===== src/design/stp_pkg.sv =====
// Shared types, constants and command codes for the trapezoid step generator.
`default_nettype none
package stp_pkg;
   localparam logic [2:0] CMD_TICK = 3'd0;
   localparam logic [2:0] CMD_MOVE = 3'd1;
   localparam logic [2:0] CMD_RUN  = 3'd2;
   localparam logic [2:0] CMD_STOP = 3'd3;
   localparam logic [2:0] CMD_ZERO = 3'd4;

   localparam logic [1:0] MODE_READY = 2'd0;
   localparam logic [1:0] MODE_RUN   = 2'd1;
   localparam logic [1:0] MODE_MOVE  = 2'd2;

   localparam logic [1:0] ST_OK   = 2'd0;
   localparam logic [1:0] ST_BUSY = 2'd1;
   localparam logic [1:0] ST_NULL = 2'd2;

   localparam logic [1:0] REG_MIN  = 2'd0;
   localparam logic [1:0] REG_CAP  = 2'd1;
   localparam logic [1:0] REG_STEP = 2'd2;
   localparam logic [1:0] REG_RATE = 2'd3;

   typedef struct packed {
      logic        start;
      logic [31:0] dividend;
      logic [31:0] divisor;
   } div_req_type;

   typedef struct packed {
      logic        busy;
      logic [31:0] quotient;
   } div_rsp_type;
endpackage
`default_nettype wire


===== src/design/stp_divider.sv =====
// Bit-serial restoring divider, one quotient bit per cycle.
`default_nettype none
module stp_divider
   import stp_pkg::*;
(
   input  wire         clock,
   input  wire         reset,
   input  div_req_type req,
   output div_rsp_type rsp
);
   logic [31:0] quo_ff, quo_in;
   logic [31:0] rem_ff, rem_in;
   logic [31:0] den_ff, den_in;
   logic [5:0]  cnt_ff, cnt_in;
   logic        busy_ff, busy_in;
   logic [32:0] trial;

   always_comb begin
      quo_in  = quo_ff;
      rem_in  = rem_ff;
      den_in  = den_ff;
      cnt_in  = cnt_ff;
      busy_in = busy_ff;
      trial   = {rem_ff, quo_ff[31]} - {1'b0, den_ff};
      if (req.start) begin
         quo_in  = req.dividend;
         rem_in  = '0;
         den_in  = req.divisor;
         cnt_in  = 6'd32;
         busy_in = 1'b1;
      end else if (busy_ff) begin
         if (!trial[32]) begin
            rem_in = trial[31:0];
            quo_in = {quo_ff[30:0], 1'b1};
         end else begin
            rem_in = {rem_ff[30:0], quo_ff[31]};
            quo_in = {quo_ff[30:0], 1'b0};
         end
         cnt_in = cnt_ff - 6'd1;
         if (cnt_ff == 6'd1) busy_in = 1'b0;
      end
   end

   always_ff @(posedge clock) begin
      if (reset) begin
         busy_ff <= 1'b0;
         cnt_ff  <= '0;
      end else begin
         busy_ff <= busy_in;
         cnt_ff  <= cnt_in;
      end
      quo_ff <= quo_in;
      rem_ff <= rem_in;
      den_ff <= den_in;
   end

   assign rsp.busy     = busy_ff;
   assign rsp.quotient = quo_ff;
endmodule
`default_nettype wire


===== src/design/stepper_trapezoid_profile.sv =====
// Top level: trapezoidal ramp step generator with a sequenced planner.
// One beat is taken at a time. A tick or a command without planning work
// passes through the command, background and output states. Every divide
// (segment length and step period) goes through one shared bit-serial
// divider. A move costs one divide per walk level of the peak-speed planner
// plus up to four more for the first segment and the one planned after it.
// A run start takes up to four divides; other planning beats take up to two.
`default_nettype none
module stepper_trapezoid_profile
   import stp_pkg::*;
#(
   parameter int TICK_HZ = 62500
) (
   input  wire         clock,
   input  wire         reset,
   input  wire         req_tvalid,
   output logic        req_tready,
   // cmd[2:0], target_position[34:3], run_speed[50:35], run_dir[51], zero fill
   input  wire  [55:0] req_tdata,
   output logic        rsp_tvalid,
   input  wire         rsp_tready,
   // step_level[0], direction[1], mode[3:2], position[35:4],
   // speed_now[51:36], status[53:52], zero fill
   output logic [55:0] rsp_tdata,
   input  wire         csr_we,
   input  wire  [1:0]  csr_index,
   input  wire  [15:0] csr_wdata
);
   localparam logic [31:0] TickHz = 32'(TICK_HZ);

   localparam logic [4:0] S_IDLE   = 5'd0;
   localparam logic [4:0] S_CMD    = 5'd1;
   localparam logic [4:0] S_WLEN   = 5'd2;
   localparam logic [4:0] S_WWAIT  = 5'd3;
   localparam logic [4:0] S_WSTEP  = 5'd4;
   localparam logic [4:0] S_WDONE  = 5'd5;
   localparam logic [4:0] S_PLAN   = 5'd6;
   localparam logic [4:0] S_PLWAIT = 5'd7;
   localparam logic [4:0] S_PERIOD = 5'd8;
   localparam logic [4:0] S_PEWAIT = 5'd9;
   localparam logic [4:0] S_PEDONE = 5'd10;
   localparam logic [4:0] S_BG     = 5'd11;
   localparam logic [4:0] S_OUT    = 5'd12;
   localparam logic [4:0] S_RLWAIT = 5'd13;

   // return targets after a period computation
   localparam logic [1:0] RET_START = 2'd0;
   localparam logic [1:0] RET_BG    = 2'd1;

   logic [4:0]  state_ff, state_in;
   logic [1:0]  ret_ff, ret_in;
   logic [15:0] min_ff, min_in, cap_ff, cap_in;
   logic [11:0] stp_ff, stp_in;
   logic [9:0]  rate_ff, rate_in;
   logic [2:0]  cmd_ff, cmd_in;
   logic [31:0] tgt_ff, tgt_in;
   logic [15:0] rspd_ff, rspd_in;
   logic        rdir_ff, rdir_in;
   logic [1:0]  mode_ff, mode_in;
   logic [2:0]  phase_ff, phase_in;
   logic [31:0] pos_ff, pos_in, sdone_ff, sdone_in, slen_ff, slen_in;
   logic [31:0] nlen_ff, nlen_in;
   logic [15:0] nspd_ff, nspd_in, peak_ff, peak_in;
   logic [31:0] decel_ff, decel_in, mdist_ff, mdist_in, splan_ff, splan_in;
   logic        upd_ff, upd_in, stopp_ff, stopp_in;
   logic [15:0] cper_ff, cper_in, nper_ff, nper_in, tcnt_ff, tcnt_in;
   logic        pulse_ff, pulse_in, dir_ff, dir_in;
   logic [15:0] goal_ff, goal_in;
   logic [1:0]  status_ff, status_in;
   logic [31:0] dist_ff, dist_in, acc_ff, acc_in;
   logic [15:0] wspd_ff, wspd_in;
   logic        outv_ff, outv_in;
   logic [55:0] outd_ff, outd_in;

   div_req_type dreq;
   div_rsp_type drsp;

   logic [15:0] est;
   logic [31:0] erate;
   logic [16:0] sum;
   logic [31:0] qlen;
   logic [15:0] qper;
   logic [31:0] diff, tdv;
   logic [16:0] tsum;
   logic [15:0] tc;
   logic [31:0] sd1;

   stp_divider u_div (
      .clock (clock),
      .reset (reset),
      .req   (dreq),
      .rsp   (drsp)
   );

   always_comb begin
      est   = (stp_ff == '0) ? 16'd1 : {4'd0, stp_ff};
      erate = (rate_ff == '0) ? 32'd1 : {22'd0, rate_ff};
      qlen  = (drsp.quotient == '0) ? 32'd1 : drsp.quotient;
      qper  = (drsp.quotient > 32'hFFFF) ? 16'hFFFF : drsp.quotient[15:0];
   end

   always_comb begin
      state_in = state_ff; ret_in = ret_ff;
      min_in = min_ff; cap_in = cap_ff; stp_in = stp_ff; rate_in = rate_ff;
      cmd_in = cmd_ff; tgt_in = tgt_ff; rspd_in = rspd_ff; rdir_in = rdir_ff;
      mode_in = mode_ff; phase_in = phase_ff; pos_in = pos_ff;
      sdone_in = sdone_ff; slen_in = slen_ff; nlen_in = nlen_ff;
      nspd_in = nspd_ff; peak_in = peak_ff; decel_in = decel_ff;
      mdist_in = mdist_ff; splan_in = splan_ff; upd_in = upd_ff;
      stopp_in = stopp_ff; cper_in = cper_ff; nper_in = nper_ff;
      tcnt_in = tcnt_ff; pulse_in = pulse_ff; dir_in = dir_ff;
      goal_in = goal_ff; status_in = status_ff; dist_in = dist_ff;
      acc_in = acc_ff; wspd_in = wspd_ff;
      outv_in = outv_ff; outd_in = outd_ff;
      dreq.start = 1'b0; dreq.dividend = '0; dreq.divisor = erate;
      sum = '0; diff = '0; tdv = '0; tsum = '0; tc = '0; sd1 = '0;

      if (outv_ff && rsp_tready) outv_in = 1'b0;

      if (csr_we) begin
         unique case (csr_index)
            REG_MIN:  min_in  = csr_wdata;
            REG_CAP:  cap_in  = csr_wdata;
            REG_STEP: stp_in  = csr_wdata[11:0];
            REG_RATE: rate_in = csr_wdata[9:0];
            default:  ;
         endcase
      end

      unique case (state_ff)
         S_IDLE: begin
            if (req_tvalid) begin
               cmd_in  = req_tdata[2:0];
               tgt_in  = req_tdata[34:3];
               rspd_in = req_tdata[50:35];
               rdir_in = req_tdata[51];
               state_in = S_CMD;
            end
         end
         S_CMD: begin
            status_in = ST_OK;
            state_in  = S_BG;
            case (cmd_ff)
               CMD_TICK: begin
                  if (mode_ff != MODE_READY) begin
                     tc = tcnt_ff + 16'd1;
                     tcnt_in = tc;
                     if (tc >= cper_ff) begin
                        tcnt_in = '0;
                        if (pulse_ff) begin
                           pulse_in = 1'b0;
                           sd1 = sdone_ff + 32'd1;
                           sdone_in = sd1;
                           pos_in = dir_ff ? pos_ff - 32'd1 : pos_ff + 32'd1;
                           if (sd1 >= slen_ff) begin
                              if (upd_ff) begin
                                 cper_in = nper_ff;
                                 sdone_in = '0;
                                 slen_in = nlen_ff;
                                 upd_in = 1'b0;
                              end else if (stopp_ff) begin
                                 mode_in = MODE_READY;
                              end
                           end
                        end else begin
                           pulse_in = 1'b1;
                        end
                     end
                  end
               end
               CMD_MOVE: begin
                  diff = tgt_ff - pos_ff;
                  if (diff == '0) begin
                     status_in = ST_NULL;
                  end else begin
                     dir_in = diff[31];
                     if (diff[31]) diff = '0 - diff;
                     dist_in = diff; mdist_in = diff; acc_in = '0;
                     wspd_in = min_ff; peak_in = min_ff; phase_in = 3'd0;
                     state_in = S_WLEN;
                  end
               end
               CMD_RUN: begin
                  if (mode_ff == MODE_READY) begin
                     goal_in = rspd_ff; dir_in = rdir_ff; phase_in = 3'd0;
                     nspd_in = (min_ff > rspd_ff) ? rspd_ff : min_ff;
                     ret_in = RET_START;
                     state_in = S_PLAN;
                  end else begin
                     status_in = ST_BUSY;
                  end
               end
               CMD_STOP: mode_in = MODE_READY;
               CMD_ZERO: begin
                  if (mode_ff == MODE_READY) pos_in = '0;
                  else status_in = ST_BUSY;
               end
               default: ;
            endcase
         end
         S_WLEN: begin
            dreq.start = 1'b1; dreq.dividend = {16'd0, wspd_ff};
            state_in = S_WWAIT;
         end
         S_WWAIT: if (!drsp.busy) state_in = S_WSTEP;
         S_WSTEP: begin
            tdv = qlen;
            if ({2'b0, dist_ff} <= 34'(tdv) * 34'd3) begin
               state_in = S_WDONE;
            end else begin
               dist_in = dist_ff - {tdv[30:0], 1'b0};
               acc_in = acc_ff + tdv;
               tsum = {1'b0, wspd_ff} + {1'b0, est};
               wspd_in = tsum[16] ? 16'hFFFF : tsum[15:0];
               peak_in = wspd_in;
               if (wspd_in >= cap_ff || wspd_in == 16'hFFFF) state_in = S_WDONE;
               else state_in = S_WLEN;
            end
         end
         S_WDONE: begin
            decel_in = mdist_ff - acc_ff;
            // plan_next from phase zero
            splan_in = '0;
            nspd_in = min_ff;
            if (min_ff >= peak_ff) begin
               nlen_in = (decel_in == '0) ? 32'd1 : decel_in;
               phase_in = 3'd2;
               state_in = S_PERIOD;
            end else begin
               phase_in = 3'd1;
               state_in = S_PLAN;
            end
            ret_in = RET_START;
         end
         S_PLAN: begin
            dreq.start = 1'b1; dreq.dividend = {16'd0, nspd_ff};
            state_in = S_PLWAIT;
         end
         S_PLWAIT: if (!drsp.busy) begin
            nlen_in = qlen;
            state_in = S_PERIOD;
         end
         S_PERIOD: begin
            if (nspd_ff == '0) begin
               nper_in = 16'hFFFF;
               state_in = S_PEDONE;
            end else begin
               dreq.start = 1'b1; dreq.dividend = TickHz;
               dreq.divisor = {15'd0, nspd_ff, 1'b0};
               state_in = S_PEWAIT;
            end
         end
         S_PEWAIT: if (!drsp.busy) begin
            nper_in = qper;
            state_in = S_PEDONE;
         end
         S_PEDONE: begin
            unique case (ret_ff)
               RET_START: begin
                  sdone_in = '0; slen_in = nlen_ff; cper_in = nper_ff;
                  upd_in = 1'b0; stopp_in = 1'b0; tcnt_in = '0;
                  mode_in = (cmd_ff == CMD_RUN) ? MODE_RUN : MODE_MOVE;
                  state_in = S_BG;
               end
               RET_BG: begin
                  if (mode_ff == MODE_MOVE && phase_ff >= 3'd4) begin
                     stopp_in = 1'b1;
                     upd_in = (nlen_ff != '0);
                  end else begin
                     upd_in = 1'b1;
                  end
                  state_in = S_OUT;
               end
               default: state_in = S_OUT;
            endcase
         end
         S_BG: begin
            state_in = S_OUT;
            if (!upd_ff) begin
               if (mode_ff == MODE_RUN) begin
                  if (nspd_ff < goal_ff) begin
                     sum = {1'b0, nspd_ff} + {1'b0, est};
                     nspd_in = sum[16] ? 16'hFFFF : sum[15:0];
                     if (nspd_in > goal_ff) nspd_in = goal_ff;
                     ret_in = RET_BG;
                     state_in = S_PLAN;
                  end
               end else if (mode_ff == MODE_MOVE) begin
                  if (nspd_ff == '0) begin
                     mode_in = MODE_READY;
                  end else if (phase_ff >= 3'd4) begin
                     stopp_in = 1'b1;
                  end else begin
                     ret_in = RET_BG;
                     splan_in = splan_ff + nlen_ff;
                     if (phase_ff == 3'd0) begin
                        splan_in = '0;
                        nspd_in = min_ff;
                        if (min_ff >= peak_ff) begin
                           nlen_in = (decel_ff == '0) ? 32'd1 : decel_ff;
                           phase_in = 3'd2;
                           state_in = S_PERIOD;
                        end else begin
                           phase_in = 3'd1;
                           state_in = S_PLAN;
                        end
                     end else if (phase_ff == 3'd1) begin
                        sum = {1'b0, nspd_ff} + {1'b0, est};
                        nspd_in = sum[16] ? 16'hFFFF : sum[15:0];
                        if (nspd_in >= peak_ff) begin
                           diff = (decel_ff > splan_in) ? decel_ff - splan_in : '0;
                           nlen_in = (diff == '0) ? 32'd1 : diff;
                           phase_in = 3'd2;
                           state_in = S_PERIOD;
                        end else begin
                           state_in = S_PLAN;
                        end
                     end else begin
                        sum = {1'b0, min_ff} + {1'b0, est};
                        if ({1'b0, nspd_ff} <= sum) begin
                           nspd_in = min_ff;
                           nlen_in = (mdist_ff > splan_in) ? mdist_ff - splan_in : '0;
                           phase_in = 3'd4;
                           state_in = S_PERIOD;
                        end else begin
                           nspd_in = nspd_ff - est;
                           phase_in = 3'd3;
                           state_in = S_PLAN;
                        end
                     end
                  end
               end
            end
         end
         S_OUT: begin
            if (!outv_ff || rsp_tready) begin
               outv_in = 1'b1;
               outd_in = {2'b0, status_ff, nspd_ff, pos_ff, mode_ff, dir_ff,
                          pulse_ff};
               state_in = S_IDLE;
            end
         end
         S_RLWAIT: state_in = S_IDLE;
         default: state_in = S_IDLE;
      endcase
   end

   assign req_tready = (state_ff == S_IDLE);
   assign rsp_tvalid = outv_ff;
   assign rsp_tdata  = outd_ff;

   always_ff @(posedge clock) begin
      if (reset) begin
         state_ff <= S_IDLE; ret_ff <= RET_START;
         min_ff <= 16'd200; cap_ff <= 16'd800; stp_ff <= 12'd20;
         rate_ff <= 10'd50; mode_ff <= MODE_READY; phase_ff <= '0;
         pos_ff <= '0; sdone_ff <= '0; slen_ff <= '0; nlen_ff <= '0;
         nspd_ff <= '0; peak_ff <= 16'd800; decel_ff <= '0; mdist_ff <= '0;
         splan_ff <= '0; upd_ff <= 1'b0; stopp_ff <= 1'b0; cper_ff <= '0;
         nper_ff <= '0; tcnt_ff <= '0; pulse_ff <= 1'b0; dir_ff <= 1'b0;
         goal_ff <= '0; outv_ff <= 1'b0;
      end else begin
         state_ff <= state_in; ret_ff <= ret_in;
         min_ff <= min_in; cap_ff <= cap_in; stp_ff <= stp_in;
         rate_ff <= rate_in; mode_ff <= mode_in; phase_ff <= phase_in;
         pos_ff <= pos_in; sdone_ff <= sdone_in; slen_ff <= slen_in;
         nlen_ff <= nlen_in; nspd_ff <= nspd_in; peak_ff <= peak_in;
         decel_ff <= decel_in; mdist_ff <= mdist_in; splan_ff <= splan_in;
         upd_ff <= upd_in; stopp_ff <= stopp_in; cper_ff <= cper_in;
         nper_ff <= nper_in; tcnt_ff <= tcnt_in; pulse_ff <= pulse_in;
         dir_ff <= dir_in; goal_ff <= goal_in; outv_ff <= outv_in;
      end
      cmd_ff <= cmd_in; tgt_ff <= tgt_in; rspd_ff <= rspd_in;
      rdir_ff <= rdir_in; status_ff <= status_in; dist_ff <= dist_in;
      acc_ff <= acc_in; wspd_ff <= wspd_in; outd_ff <= outd_in;
   end
endmodule
`default_nettype wire

===== config.mk =====
export PLATFORM = sky130hd
export DESIGN_NAME = stepper_trapezoid_profile
export DESIGN_NICKNAME = d
export VERILOG_FILES = /design/src/design/stp_pkg.sv /design/src/design/stp_divider.sv /design/src/design/stepper_trapezoid_profile.sv
export SDC_FILE = /design/constraint.sdc
export NUM_CORES = 2
export LEC_CHECK = 0
export BUFFER_PORTS_ARGS = -buffer_cell sky130_fd_sc_hd__buf_2
export CELL_PAD_IN_SITES_DETAIL_PLACEMENT = 1
export CELL_PAD_IN_SITES_GLOBAL_PLACEMENT = 1
export CORE_MARGIN = 2
export CORE_UTILIZATION = 44
export DETAILED_ROUTE_END_ITERATION = 10
export PLACE_DENSITY_LB_ADDON = 0.1
export SLEW_MARGIN = 20
export SYNTH_ARGS = -nofsm -noshare
export SYNTH_HDL_FRONTEND = slang
export SYNTH_SLANG_ARGS = --single-unit
export TNS_END_PERCENT = 5

===== constraint.sdc =====
create_clock -name clock -period 13.9 [get_ports clock]
set_clock_uncertainty 0.15 [all_clocks]
set_input_delay 2.78 -clock clock [delete_from_list [all_inputs] [get_ports clock]]
set_output_delay 2.78 -clock clock [all_outputs]
set_load 0.01 [all_outputs]

Word level (Yosys, flattened, before mapping)
Cells that the tools add are included.
{"block": "totals", "wordCells": 404, "out_inout_bits": 58, "inputBits": 79, "regBits": 682}
{"block": "op_classes", "magnitude_cmp": 14, "n_bitwise": 1, "n_reduce_logical": 58, "muxes": 195, "multipliers": 1, "eq_ne": 76, "add_sub_neg": 18}
{"operator": "32-bit two-way mux", "count": 54}
{"operator": "16-bit two-way mux", "count": 32}
{"operator": "32-bit one-hot mux with 2 select lines", "count": 6}
{"operator": "32-bit logical NOT", "count": 5}
{"operator": "32-bit subtractor", "count": 5}
{"operator": "16-bit one-hot mux with 2 select lines", "count": 4}
{"operator": "33-bit one-hot mux with 3 select lines", "count": 1}
{"operator": "32-bit one-hot mux with 3 select lines", "count": 1}
{"operator": "65-bit two-way mux", "count": 1}
{"operator": "5-bit one-hot mux with 13 select lines", "count": 1}
{"operator": "32-bit by 1-bit adder with 32-bit output, second input constant", "count": 2}
{"operator": "32-bit adder", "count": 2}
{"operator": "16-bit >= comparator", "count": 4}
{"operator": "32-bit greater-than comparator", "count": 2}
{"operator": "5-bit two-way mux", "count": 12}
{"operator": "2-bit != test, second input constant", "count": 29}
{"operator": "16-bit by 12-bit adder with 17-bit output", "count": 3}
{"operator": "16-bit one-hot mux with 3 select lines", "count": 1}
{"operator": "2-bit two-way mux", "count": 23}
{"operator": "3-bit two-way mux", "count": 14}
{"operator": "3-bit != test, second input constant", "count": 14}
{"operator": "32-bit by 34-bit <= comparator with 1-bit output", "count": 1}
{"operator": "32-bit by 2-bit multiplier with 34-bit output, second input constant", "count": 1}
{"operator": "33-bit by 32-bit subtractor with 33-bit output", "count": 1}
{"operator": "61 further kinds", "count": 144}

Logic depth before layout (Yosys ltp)
{"block": "depth", "word_depth": 14, "mapped_depth": 29, "mapped_depth_nobuf": 28}

Cells and area by module
A second synthesis with hierarchy kept.
{"block": "unflattened", "cells_unflattened": 6425, "hier_area_um2": 53382.4}
{"module": "stepper_trapezoid_profile", "seq_area_each_um2": 13432.9, "area_per_inst_um2": 47325.4, "cells_each": 5848, "n_inst": 1}
{"module": "stp_divider", "seq_area_each_um2": 2702.6, "area_per_inst_um2": 6057.1, "cells_each": 577, "n_inst": 1}

Least setup slack after synthesis
OpenSTA, ideal clock, no wires.
{"block": "synth_timing", "path_kind": "input to register", "start": "in rsp_tready", "end": "reg outd_ff[0], in the netlist rsp_tdata[0] (enable)", "n_path_buf": 0, "slack_ns": 5.180, "setup_ns": 0.599, "arrival_time_ns": 7.970, "t_required_ns": 13.151, "path_stages": 2, "path_cell_list": "nor2b_1 -> nor4_1"}
{"block": "synth_between", "elab_chain_cells": 2}
{"element": "start, declared", "line": "stepper_trapezoid_profile.sv:21", "rtl": "input wire rsp_tready,"}
{"element": "1-bit logical OR", "line": "stepper_trapezoid_profile.sv:336", "rtl": "if (!outv_ff || rsp_tready) begin"}
{"element": "2-bit AND reduction (no line)"}
{"element": "end signal, assigned", "line": "stepper_trapezoid_profile.sv:375", "rtl": "acc_ff <= acc_in; wspd_ff <= wspd_in; outd_ff <= outd_in;"}
{"element": "end, declared", "line": "stepper_trapezoid_profile.sv:73", "rtl": "logic [55:0] outd_ff, outd_in;"}
No other way between the ends.
A chain may end at the register's enable or synchronous reset.

Final worst setup path
{"block": "layout_timing", "start": "reg u_div.quo_ff[30]", "end": "reg acc_ff[13] (enable)"}
{"block": "layout_between", "elab_chain_cells": 6}
{"element": "start, declared", "line": "stp_divider.sv:11", "rtl": "logic [31:0] quo_ff, quo_in;"}
{"element": "start signal, assigned", "line": "stp_divider.sv:52", "rtl": "quo_ff <= quo_in;"}
{"element": "32-bit logical NOT", "line": "stepper_trapezoid_profile.sv:98", "rtl": "qlen = (drsp.quotient == '0) ? 32'd1 : drsp.quotient;"}
{"element": "32-bit two-way mux (*)", "line": "stepper_trapezoid_profile.sv:98"}
{"element": "32-bit by 2-bit multiplier with 34-bit output (*)", "line": "stepper_trapezoid_profile.sv:208", "rtl": "if ({2'b0, dist_ff} <= 34'(tdv) * 34'd3) begin"}
{"element": "32-bit by 34-bit <= comparator with 1-bit output (*)", "line": "stepper_trapezoid_profile.sv:208"}
{"element": "2-bit != test (no line) (*)"}
{"element": "4-bit AND reduction (no line) (*)"}
{"element": "end signal, assigned", "line": "stepper_trapezoid_profile.sv:375"}
{"element": "end, declared", "line": "stepper_trapezoid_profile.sv:70", "rtl": "logic [31:0] dist_ff, dist_in, acc_ff, acc_in;"}
Every way passes the cells marked *; elsewhere a longest branch is shown, timed or not.

==> results.toml <==
[final_layout]
area_delta_synth_final_pct = 9.663
nNetsFinal = 6851
drive_gt1_share_pct = 7.278
ff_latch_area_sq_mm = 0.01569
fillers = 13814
stdcell_area_sq_mm = 0.05624
fin_cells = 7803
diodes = 0
multiInputGateArea_sq_mm = 0.03315

[grt]
grt_overflow = 0
grt.total_usage_pct = 30.59
grt_max_degree = 132
antenna_found_initial = 7
grt_pass1_wl_um = 287300
grt_pass1_vias = 48096

[cts]
path_clk_slew_ns = 0.06
cts.repair.resized = 0
cts-root-buf = "clkbuf_16"
worstSkewPairLatency_ns = 0.69
cts_sinks = 665
cts_tree = "yes"
post_cts_buffers = 0
hold_buffers = 0
numCtsBuffers = 83
clock_path_buffers = 3
htreeDepth = 3

[timing]
final-setup-viol-count = 0
relSlewSlack_pct = 22.90
max_freq_ghz = 0.1086
holdWs_ns = 0.3037
finalCritPeriodShare_pct = 66.24
rsz0062_at_grt = "false"
layout_min_cycle_time_ns = 9.207
hold_violations = 0
finalSetupTns_ns = 0
tightest_slew_ns = 1.127
slew_violations = 0

[worst_setup_path]
crit_required_ns = 14.04
reg2reg_slack_ns = 4.69
worstPathArrival_ns = 9.35
slowest_delay_ns = 0.75
ff2ff_path_depth = 29
path_delay_family = "compound AO/OA/AOI/OAI gates"
critPathSlowestCell = "o21ai_1"
worst-path-buf-inv = 2
worstSetupEndpointType = "flip-flop"
r2r-start = "u_div.quo_ff[30]"
start_kind = "flip-flop"
critPathKind = "reg -> reg"
reg2reg_to = "acc_ff[13]"
worstPathMaxFanout = 67

[detailed_routing]
met3WireLength_um = 8926
wl_met1_um = 86610
wl_um = 187900
routed.top_layer = "met4"
wl_met2_um = 85710
drt-initial-drc-count = 2916
viasPerCell = 6.118
vias = 47738
drtAntennaViolNets = 0
routedWlPerCell_um = 24.08
firstDrtPassIters = 5
drc = 0

[synth]
ys_ff_latch = 665
synthFlopType = "dfxtp_1"
synth_cell_types = 105
ys_seq_area_share_pct = 30.58
syn_area_sq_mm = 0.05129
syn_inst = 6219
synth-edff-count = 237
ys.warnings.count = 0
async_flop_share_pct = 0
syn_avg_cell_area_sq_um = 8.247

[power_and_ir_drop]
p_leak_nw = 23.15
peakVddDrop_mv = 0.1244
p_per_area_mw_per_mm2 = 221.7

[min_path]
hold_start = "cap_ff[13]"
worstHoldPathCells = 2
holdPathEnd = "cap_ff[13]"
min_path_type = "reg -> reg"

[floorplanning]
pin_count = 137
core_area_sq_mm = 0.1159
die_h_um = 345.4
row_count = 125
start_util_pct = 44.25
dieArea_sq_mm = 0.1193
die_width_um = 345.4

[place]
hpwl_um = 143200
dp.cells = 7651
portBuffers = 130
gp_congestion = 0.9379
place_area_sq_mm = 0.05335

[flow_run]
maxCapViolations = 0

[status]
status = "complete, no violations"
## how the worst max path moves through the flow
stage	from	endpoint	slack (ns)	cells after the start
floorplan	rsp_tready	rsp_tdata[0]	5.18	2
global placement	u_div.quo_ff[26]	acc_ff[28]	4.71	29
detailed placement	u_div.quo_ff[26]	peak_ff[8]	4.59	30
CTS	u_div.quo_ff[26]	peak_ff[8]	4.55	30
global route	u_div.quo_ff[30]	peak_ff[8]	4.27	30
finish	u_div.quo_ff[30]	acc_ff[13]	4.69	29
## report_power, final
part	internal [mW]	switching, mW
logic	2.73	4.53
registers	2.42	0.483
clock network	1.36	0.946
total	6.52	5.95
## cell families after synthesis
logic type / after synthesis / synth area share, %
AND/OR/NAND/NOR: 1972 / 18.34
AO/OA/AOI/OAI: 1891 / 23.92
buffers and inverters: 666 / 5.091
flip-flops: 665 / 30.58
adder cells (fa/ha/maj): 560 / 13.87
XOR/XNOR: 362 / 6.182
multiplexers: 102 / 2.005
other: 1 / 0.007312
## final cells by class
cell class                 instances  share of cell area [%]
timing repair buffer             207                   2.225
sequential                       665                   27.89
tap                             1524                   3.390
inverter                         366                   2.447
clock inverter                    40                  0.7875
clock buffer                     112                   4.325
multi-input combinational       4889                   58.94
## state kept, by name (all words and copies together) (netlist names), 17 cells and up
name,count
rsp_tdata,54
acc_ff,32
decel_ff,32
dist_ff,32
mdist_ff,32
nlen_ff,32
pos_ff,32
sdone_ff,32
slen_ff,32
splan_ff,32
tgt_ff,32
u_div.quo_ff,32
u_div.rem_ff,32
u_div.den_ff,17
## stage by stage
step                      worst slack, ns  power, mW  util (%)
after detailed placement            4.587      10.04     46.04
after global routing                4.269      13.31     48.53
final                               4.693      12.47     48.53
after CTS                           4.548      12.43     48.52
after global placement              4.712      9.889     46.03
after floorplan                     5.180      7.875         -
## cells in the mapped netlist (17+ instances only)
cell type / instances / area [sq um]
o221a_2: 25 / 281.5
and4_1: 24 / 210.2
a211o_1: 26 / 227.7
edfxtp_1: 237 / 7117
ha_1: 546 / 6832
buf_2: 21 / 105.1
a31oi_1: 86 / 538.0
mux2i_1: 96 / 960.9
o21ai_0: 337 / 1687
a22oi_1: 69 / 518.0
a221oi_1: 30 / 262.8
xnor2_1: 204 / 1787
nor2_1: 561 / 2106
o21bai_1: 44 / 330.3
or3_1: 48 / 300.3
a21o_1: 174 / 1306
a211oi_1: 77 / 578.1
o31ai_1: 31 / 232.7
nor2b_1: 64 / 400.4
a21oi_1: 570 / 2853
nand2b_1: 82 / 513.0
and3_1: 64 / 400.4
nor4_1: 67 / 419.2
nand2_1: 573 / 2151
a21boi_0: 17 / 127.6
nor3_1: 141 / 705.7
or2_2: 22 / 137.6
o22ai_1: 34 / 212.7
xor2_1: 158 / 1384
o221ai_1: 21 / 183.9
inv_1: 364 / 1366
o211ai_1: 70 / 525.5
buf_4: 17 / 127.6
nand4_1: 76 / 475.5
a2111oi_0: 17 / 148.9
clkbuf_1: 243 / 912.1
nand3_1: 133 / 665.6
dfxtp_1: 428 / 8568
o21a_1: 92 / 690.7
nand3b_1: 19 / 142.6
and2_1: 38 / 237.7
## layer usage
metal	up-vias	GRT usage, %
met5	-	0
met3	261	3.109
met2	1148	50.12
met4	0	10.52
li1	22709	-
met1	23620	41.93
## worst register-to-register path: cells and delay by family (launching register included)
family	cells	cell delay, ns
xor+xnor	1	0.14
simple gates	10	3.08
buf+inv	2	0.70
flops	1	0.62
fa+ha+maj	3	0.86
compound gates	13	3.19
## placed cells by master (no fill, tap or decap), types with 26 or more instances in the layout
cell,Yosys,final
buf_4,17,76
nand3_1,133,133
o31ai_1,31,30
a221oi_1,30,30
clkbuf_16,0,88
nand2_1,573,571
edfxtp_1,237,237
o211ai_1,70,70
and2_1,38,36
nor3_1,141,139
o21ai_0,337,336
a211oi_1,77,76
dfxtp_1,428,427
and3_1,64,64
nor2_1,561,560
nor2b_1,64,64
nor4_1,67,65
xor2_1,158,158
o22ai_1,34,34
nand2b_1,82,80
a31oi_1,86,84
ha_1,546,546
a21o_1,174,174
or3_1,48,48
a21oi_1,570,569
o21bai_1,44,44
a211o_1,26,26
inv_1,364,363
a22oi_1,69,69
nand4_1,76,76
xnor2_1,204,204
mux2i_1,96,96
o21a_1,92,92
buf_2,21,129
Power figures use the tool's default switching activity.
